==> config.mk <==
export PLATFORM = sky130hd
export DESIGN_NAME = length_prefixed_abis_ip_deframer
export DESIGN_NICKNAME = d
export VERILOG_FILES = /design/src/hdl/lpabis_pkg.sv /design/src/hdl/lpabis_parser.sv /design/src/hdl/length_prefixed_abis_ip_deframer.sv
export SDC_FILE = /design/constraint.sdc
export NUM_CORES = 1
export LEC_CHECK = 0
export BUFFER_PORTS_ARGS = -buffer_cell sky130_fd_sc_hd__clkbuf_2
export CAP_MARGIN = 40
export CORE_MARGIN = 2
export CORE_UTILIZATION = 49
export CTS_CLUSTER_SIZE = 10
export DETAILED_ROUTE_END_ITERATION = 7
export PLACE_DENSITY = 0.69
export SLEW_MARGIN = 0
export SYNTH_ARGS = -nofsm -noshare
export SYNTH_HDL_FRONTEND = slang
export SYNTH_SLANG_ARGS = --single-unit
==> constraint.sdc <==
create_clock -name i_clk -period 4.6 [get_ports i_clk]
set_input_delay 0.46 -clock i_clk [delete_from_list [all_inputs] [get_ports i_clk]]
set_output_delay 0.46 -clock i_clk [all_outputs]
set_load 0.02 [all_outputs]
==> src/hdl/lpabis_pkg.sv <==
// types and codes for the length-prefixed abis/ip deframer
// no dependencies; used by lpabis_parser and the top level
package lpabis_pkg;

    typedef enum logic [1:0] {
        HP_IGNORED = 2'd0,
        HP_LENGTH  = 2'd1,
        HP_PROTO   = 2'd2,
        HP_PAYLOAD = 2'd3
    } t_hdr_pos;

    typedef enum logic [2:0] {
        PH_MSG_TYPE  = 3'd0,
        PH_ATTR_TYPE = 3'd1,
        PH_ATTR_LEN  = 3'd2,
        PH_TAG       = 3'd3,
        PH_STRING    = 3'd4,
        PH_TAG_ONLY  = 3'd5,
        PH_UNKNOWN   = 3'd6,
        PH_OTHER     = 3'd7
    } t_ccm_phase;

    localparam logic [3:0] ROLE_HDR_IGNORED = 4'd0;
    localparam logic [3:0] ROLE_LENGTH      = 4'd1;
    localparam logic [3:0] ROLE_PROTO       = 4'd2;
    localparam logic [3:0] ROLE_PAYLOAD     = 4'd3;
    localparam logic [3:0] ROLE_MSG_TYPE    = 4'd4;
    localparam logic [3:0] ROLE_ATTR_TYPE   = 4'd5;
    localparam logic [3:0] ROLE_ATTR_LEN    = 4'd6;
    localparam logic [3:0] ROLE_TAG         = 4'd7;
    localparam logic [3:0] ROLE_STRING      = 4'd8;
    localparam logic [3:0] ROLE_CCM_OTHER   = 4'd9;
    localparam logic [3:0] ROLE_UNKNOWN     = 4'd10;

    localparam logic [1:0] CH_RSL     = 2'd0;
    localparam logic [1:0] CH_IPA     = 2'd1;
    localparam logic [1:0] CH_OML     = 2'd2;
    localparam logic [1:0] CH_UNKNOWN = 2'd3;

    localparam logic [7:0] PROTO_RSL = 8'h00;
    localparam logic [7:0] PROTO_IPA = 8'hfe;
    localparam logic [7:0] PROTO_OML = 8'hff;

    localparam logic [7:0] MSG_ID_REQ  = 8'h04;
    localparam logic [7:0] MSG_ID_RESP = 8'h05;

    localparam logic [7:0] ATTR_LEN_PREFIXED = 8'h00;
    localparam logic [7:0] ATTR_TAG_ONLY     = 8'h01;

    typedef struct packed {
        logic [3:0] role;
        logic [1:0] channel;
        logic       frame_end;
    } t_label;

endpackage

==> src/hdl/lpabis_parser.sv <==
// frame header tracker and ipa attribute parser: labels one word per enable
// depends on lpabis_pkg
module lpabis_parser (
    input  logic                  i_clk,
    input  logic                  i_rst_n,
    input  logic                  i_en,
    input  logic [7:0]            i_byte,
    output lpabis_pkg::t_label    o_label
);

    lpabis_pkg::t_hdr_pos   r_hdr, n_hdr;
    lpabis_pkg::t_ccm_phase r_phase, n_phase;
    logic [7:0]             r_payload_left, n_payload_left;
    logic [7:0]             r_attr_left, n_attr_left;
    logic [1:0]             r_chan, n_chan;
    logic [1:0]             proto_chan;
    logic [7:0]             attr_dec;

    always_comb begin
        case (i_byte)
            lpabis_pkg::PROTO_RSL: proto_chan = lpabis_pkg::CH_RSL;
            lpabis_pkg::PROTO_IPA: proto_chan = lpabis_pkg::CH_IPA;
            lpabis_pkg::PROTO_OML: proto_chan = lpabis_pkg::CH_OML;
            default:               proto_chan = lpabis_pkg::CH_UNKNOWN;
        endcase
    end

    assign attr_dec = r_attr_left - 8'd1;

    // next state
    always_comb begin
        n_hdr          = r_hdr;
        n_phase        = r_phase;
        n_payload_left = r_payload_left;
        n_attr_left    = r_attr_left;
        n_chan         = r_chan;
        if (i_en) begin
            case (r_hdr)
                lpabis_pkg::HP_IGNORED: begin
                    n_hdr = lpabis_pkg::HP_LENGTH;
                end
                lpabis_pkg::HP_LENGTH: begin
                    n_payload_left = i_byte;
                    n_hdr          = lpabis_pkg::HP_PROTO;
                end
                lpabis_pkg::HP_PROTO: begin
                    n_chan      = proto_chan;
                    n_phase     = lpabis_pkg::PH_MSG_TYPE;
                    n_attr_left = 8'd0;
                    n_hdr       = (r_payload_left == 8'd0) ? lpabis_pkg::HP_IGNORED
                                                           : lpabis_pkg::HP_PAYLOAD;
                end
                default: begin
                    n_payload_left = r_payload_left - 8'd1;
                    if (r_payload_left == 8'd1) begin
                        n_hdr = lpabis_pkg::HP_IGNORED;
                    end
                    if (r_chan == lpabis_pkg::CH_IPA) begin
                        case (r_phase)
                            lpabis_pkg::PH_MSG_TYPE: begin
                                n_phase = (i_byte == lpabis_pkg::MSG_ID_REQ ||
                                           i_byte == lpabis_pkg::MSG_ID_RESP)
                                          ? lpabis_pkg::PH_ATTR_TYPE : lpabis_pkg::PH_OTHER;
                            end
                            lpabis_pkg::PH_ATTR_TYPE: begin
                                if (i_byte == lpabis_pkg::ATTR_LEN_PREFIXED) begin
                                    n_phase = lpabis_pkg::PH_ATTR_LEN;
                                end else if (i_byte == lpabis_pkg::ATTR_TAG_ONLY) begin
                                    n_phase = lpabis_pkg::PH_TAG_ONLY;
                                end else begin
                                    n_phase = lpabis_pkg::PH_UNKNOWN;
                                end
                            end
                            lpabis_pkg::PH_ATTR_LEN: begin
                                n_attr_left = i_byte;
                                n_phase     = (i_byte == 8'd0) ? lpabis_pkg::PH_ATTR_TYPE
                                                               : lpabis_pkg::PH_TAG;
                            end
                            lpabis_pkg::PH_TAG: begin
                                n_attr_left = attr_dec;
                                n_phase     = (attr_dec == 8'd0) ? lpabis_pkg::PH_ATTR_TYPE
                                                                 : lpabis_pkg::PH_STRING;
                            end
                            lpabis_pkg::PH_STRING: begin
                                n_attr_left = attr_dec;
                                if (attr_dec == 8'd0) begin
                                    n_phase = lpabis_pkg::PH_ATTR_TYPE;
                                end
                            end
                            lpabis_pkg::PH_TAG_ONLY,
                            lpabis_pkg::PH_UNKNOWN: begin
                                n_phase = lpabis_pkg::PH_ATTR_TYPE;
                            end
                            default: begin
                                n_phase = r_phase;
                            end
                        endcase
                    end
                end
            endcase
        end
    end

    // outputs
    always_comb begin
        o_label.role      = lpabis_pkg::ROLE_HDR_IGNORED;
        o_label.channel   = lpabis_pkg::CH_UNKNOWN;
        o_label.frame_end = 1'b0;
        case (r_hdr)
            lpabis_pkg::HP_IGNORED: begin
                o_label.role = lpabis_pkg::ROLE_HDR_IGNORED;
            end
            lpabis_pkg::HP_LENGTH: begin
                o_label.role = lpabis_pkg::ROLE_LENGTH;
            end
            lpabis_pkg::HP_PROTO: begin
                o_label.role      = lpabis_pkg::ROLE_PROTO;
                o_label.channel   = proto_chan;
                o_label.frame_end = (r_payload_left == 8'd0);
            end
            default: begin
                o_label.channel   = r_chan;
                o_label.frame_end = (r_payload_left == 8'd1);
                if (r_chan != lpabis_pkg::CH_IPA) begin
                    o_label.role = lpabis_pkg::ROLE_PAYLOAD;
                end else begin
                    case (r_phase)
                        lpabis_pkg::PH_MSG_TYPE:  o_label.role = lpabis_pkg::ROLE_MSG_TYPE;
                        lpabis_pkg::PH_ATTR_TYPE: o_label.role = lpabis_pkg::ROLE_ATTR_TYPE;
                        lpabis_pkg::PH_ATTR_LEN:  o_label.role = lpabis_pkg::ROLE_ATTR_LEN;
                        lpabis_pkg::PH_TAG:       o_label.role = lpabis_pkg::ROLE_TAG;
                        lpabis_pkg::PH_STRING:    o_label.role = lpabis_pkg::ROLE_STRING;
                        lpabis_pkg::PH_TAG_ONLY:  o_label.role = lpabis_pkg::ROLE_TAG;
                        lpabis_pkg::PH_UNKNOWN:   o_label.role = lpabis_pkg::ROLE_UNKNOWN;
                        default:                  o_label.role = lpabis_pkg::ROLE_CCM_OTHER;
                    endcase
                end
            end
        endcase
    end

    always_ff @(posedge i_clk) begin
        if (!i_rst_n) begin
            r_hdr          <= lpabis_pkg::HP_IGNORED;
            r_phase        <= lpabis_pkg::PH_MSG_TYPE;
            r_payload_left <= 8'd0;
            r_attr_left    <= 8'd0;
            r_chan         <= lpabis_pkg::CH_RSL;
        end else begin
            r_hdr          <= n_hdr;
            r_phase        <= n_phase;
            r_payload_left <= n_payload_left;
            r_attr_left    <= n_attr_left;
            r_chan         <= n_chan;
        end
    end

endmodule

==> src/hdl/length_prefixed_abis_ip_deframer.sv <==
// top level of the length-prefixed abis/ip deframer: input and result registers
// depends on lpabis_pkg and lpabis_parser
//
// input channel: i_valid / o_stall carry one stream word (i_data_byte) per
// accepted cycle. output channel: o_valid / i_stall carry one labelled word
// per input word: o_out_byte, o_byte_role, o_channel, o_frame_end.
// each word goes through an input register, the header and attribute
// parser, and a result register, whose valid bit drives o_valid.
// one word is taken every clock while the output side keeps up; the rate
// is set by the single parser pass between the two registers.
// when i_stall holds a result, both registers and the parser state freeze
// and o_stall rises in the same cycle, so no word is lost or repeated.
// synchronous active-low reset empties both registers and returns the
// parser to the first header byte of a frame.
module length_prefixed_abis_ip_deframer (
    input  logic       i_clk,
    input  logic       i_rst_n,
    input  logic       i_valid,
    output logic       o_stall,
    input  logic [7:0] i_data_byte,
    output logic       o_valid,
    input  logic       i_stall,
    output logic [7:0] o_out_byte,
    output logic [3:0] o_byte_role,
    output logic [1:0] o_channel,
    output logic       o_frame_end
);

    logic               adv;
    logic               r_in_valid;
    logic [7:0]         r_in_byte;
    logic               r_out_valid;
    logic [7:0]         r_out_byte;
    lpabis_pkg::t_label r_out_label;
    lpabis_pkg::t_label label;

    assign adv     = !r_out_valid || !i_stall;
    assign o_stall = !adv;

    lpabis_parser u_parser (
        .i_clk   (i_clk),
        .i_rst_n (i_rst_n),
        .i_en    (adv && r_in_valid),
        .i_byte  (r_in_byte),
        .o_label (label)
    );

    always_ff @(posedge i_clk) begin
        if (!i_rst_n) begin
            r_in_valid  <= 1'b0;
            r_out_valid <= 1'b0;
        end else if (adv) begin
            r_in_valid  <= i_valid;
            r_out_valid <= r_in_valid;
        end
    end

    always_ff @(posedge i_clk) begin
        if (adv) begin
            r_in_byte   <= i_data_byte;
            r_out_byte  <= r_in_byte;
            r_out_label <= label;
        end
    end

    assign o_valid     = r_out_valid;
    assign o_out_byte  = r_out_byte;
    assign o_byte_role = r_out_label.role;
    assign o_channel   = r_out_label.channel;
    assign o_frame_end = r_out_label.frame_end;

    a_hdr_unlabelled: assert property (@(posedge i_clk) disable iff (!i_rst_n)
        o_valid && (o_byte_role == lpabis_pkg::ROLE_HDR_IGNORED ||
                    o_byte_role == lpabis_pkg::ROLE_LENGTH)
        |-> o_channel == lpabis_pkg::CH_UNKNOWN && !o_frame_end)
        else $error("header word carries channel or frame end");

    a_ccm_roles_on_ipa: assert property (@(posedge i_clk) disable iff (!i_rst_n)
        o_valid && o_byte_role >= lpabis_pkg::ROLE_MSG_TYPE
        |-> o_channel == lpabis_pkg::CH_IPA)
        else $error("ipa attribute role on non-ipa frame");

    a_after_end_is_header: assert property (@(posedge i_clk) disable iff (!i_rst_n)
        o_valid && !i_stall && o_frame_end && r_in_valid
        |=> o_valid && o_byte_role == lpabis_pkg::ROLE_HDR_IGNORED)
        else $error("word after frame end is not a new header");

endmodule

==> results.toml <==
[floorplanning]
fp.dieW_um = 76.3
die_area_um2 = 5820
core_um2 = 5070
pin_count = 29
die_h_um = 76.3
start_util_pct = 50.4
rows = 26

[clock_tree]
clock_path_buffers = 2
post_cts_buffers = 0
worstSkewPairLatency_ps = 310
hold_buffers = 0
htreeDepth = 2
clock-root-buffer = "clkbuf_8"
clkTransAtPathRegs_ps = 90
cts_tree = "done"
cts_inserted_buffers = 5
cts_resized = 0
cts_sinks = 48

[synthesis]
syn_area_per_cell_um2 = 9.41
yosys.cell_types.count = 57
ys_async_sr_fraction_pct = 0
netlist.area_leader.share_pct = 27.0
synth_edf_count = 23
yosysSeqAreaShare_pct = 46.6
ys.flop_type = "dfxtp_1"
yosysTopAreaCell = "edfxtp_1"
netlist_instances = 272
syn_area_um2 = 2560
synth_seq_cells = 48
ys_warn_count = 0
synth_area_leaders = "edfxtp_1 (27%), dfxtp_1 (20%), nand2_1 (4.7%)"
synth_fp_nets = 288

[critical_path]
crit_path_frequent_cell = "o21ai_0"
critical_path.slowest_cell = "dfxtp_1"
cpPeakStageDelay_ps = 900
critical_path_required_ps = 4800
cp-end-kind = "flop"
crit_chain = "inv_1, nor2_1, nor3_1, o21ai_0, o21ai_0, and2_1"
worstRegToRegCells = 6
worstSetupPathType = "reg -> reg"
crit_path_start_kind = "flop"
worst-path-max-fanout = 27
cp.arrival_ps = 2450

[placement]
preCtsSetupSlack_ps = 2370
place_hpwl_mm = 3.75
placed_area_um2 = 2750
io_buffers = 28
gp_congestion = 0.857

[final_layout]
stdcell_area_um2 = 2890
drive_gt1_share_pct = 17.2
n_antenna_cell = 0
nets = 311
area_delta_synth_final_pct = 13.0
final_cell_mix = "nand2_1 (32), clkbuf_2 (28), dfxtp_1 (25)"
fin_util_pct = 57.0
final_common_cell = "nand2_1"

[global_route]
grt_pass1_wl_mm = 9.21
overflow = 0
grt_max_degree = 28
antenna_found_initial = 0
grt_pass1_vias = 1894
track_usage_pct = 19.8

[min_path]
hold_class = "in -> reg"
min_path_cells = 1

[sta]
fin_worst_skew_ps = 10.3
period_needed_ps = 2240
clock.fmax_ghz = 0.446
worstMarginPinSlew_ps = 872
layout_setup_ws_ps = 2360
fin_crit_sh_pct = 48.8
drv_slew = 0
rsz0062_at_grt = "no"
max_slew_margin_pct = 41.8
setup_tns_ps = 0
finalSetupViolCount = 0
finalHoldViolCount = 0

[power_and_ir_drop]
peakVddDrop_mv = 0.187
p_total_uw = 930
p_int_uw = 716
p_per_area_nw_per_um2 = 322
power.switching_uw = 214
seq_power_share_pct = 52.4
p_clk_share_pct = 39.4
leakage_uw = 0.00117
combPwrFrac_pct = 8.1
p_sw_share_pct = 23.0

[route]
antenna_left = 0
drt_wl_total_mm = 5.37
drcViolationCount = 0
first_pass_iters = 4
wl_per_cell_um = 14.7
vias_per_cell = 5.68
vias = 2079
drtIter0Drc = 185

[run_status]
status = "finished clean"

[run]
max_cap_viol_count = 0
[worst paths after layout]
kind,startpoint,end,slack [ps]
max,u_parser.r_hdr[1]$_SDFFE_PN0P_,u_parser.r_attr_left[3]$_SDFFE_PN0P_,2360
min reg2reg,u_parser.r_chan[0]$_SDFFE_PN0P_,u_parser.r_chan[0]$_SDFFE_PN0P_,510
max reg2reg,u_parser.r_hdr[1]$_SDFFE_PN0P_,u_parser.r_attr_left[3]$_SDFFE_PN0P_,2360
min,i_data_byte[0],r_in_byte[0]$_DFFE_PN_,320
[cells by family after synthesis]
logic type               after synthesis  share of synthesized area (%)
flip-flops                            48                           46.6
multiplexers                           7                           2.79
adder cells (fa/ha/maj)                4                           1.96
buffers and inverters                 23                           3.86
AND/OR/NAND/NOR                      112                           24.1
XOR/XNOR                               2                          0.685
AO/OA/AOI/OAI                         76                           20.1
[worst max-delay path: cells and delay by family (launching register included)]
kind                   cells  cell delay [ps]
flip-flops                 1              900
AND/OR/NAND/NOR            3              670
buffers and inverters      1              320
AO/OA/AOI/OAI              2              250
[synthesized netlist by cell type (3+ instances only)]
cell and count:
nand2_1 32, dfxtp_1 25, edfxtp_1 23, nor2_1 23, a21oi_1 18, o21ai_0 17, inv_1 10, clkbuf_1 8
nand3_1 8, nor2b_1 7, nor3_1 7, nor3b_1 7, mux2i_1 6, and2_1 5, o221a_2 5, a31oi_1 4
ha_1 4, nand2b_1 4, a21boi_0 3, a22oi_1 3, and3_1 3, buf_4 3, o21a_1 3, o21bai_1 3
[final cells by class]
type / count / area, µm²
Fill cell: 470 / 2180
Multi-Input combinational cell: 201 / 1270
Sequential cell: 48 / 1190
Timing Repair Buffer: 29 / 168
Tap cell: 70 / 87.6
Clock buffer: 5 / 68.8
Clock inverter: 3 / 68.8
Inverter: 10 / 37.5
[sequential cells by signal, summed over array words and instances, names as in the netlist, 2 cells and up]
signal                   flops
o_channel                    2
u_parser.r_payload_left      8
o_out_byte                   8
u_parser.r_chan              2
u_parser.r_attr_left         8
u_parser.r_phase             3
u_parser.r_hdr               2
r_in_byte                    8
o_byte_role                  4
[metal layers]
metal	vias to the layer above	global-route usage (%)	share of wire, %
li1	1044	-	-
met3	7	4.15	4.9
met4	0	6.55	1.1
met1	979	26.9	48
met5	-	0	0
met2	49	31.6	46
[power groups by stage]
| stage | Sequential, µW | Combinational, µW | Clock [µW] |
|---|---|---|---|
| detailed placement | 497 | 75.8 | 0 |
| floorplan | 498 | 46.2 | 0 |
| finish | 488 | 75.6 | 367 |
| global placement | 497 | 73.1 | 0 |
| global route | 491 | 85.1 | 389 |
| CTS | 488 | 76.3 | 375 |
[metrics by stage]
stage,instances,hold WS (ps)
4_1_cts,366,315
3_5_place_dp,358,496
6_report,366,318
5_1_grt,366,313
2_1_floorplan,272,424
3_3_place_gp,357,494
Power figures use the tool's default switching activity.
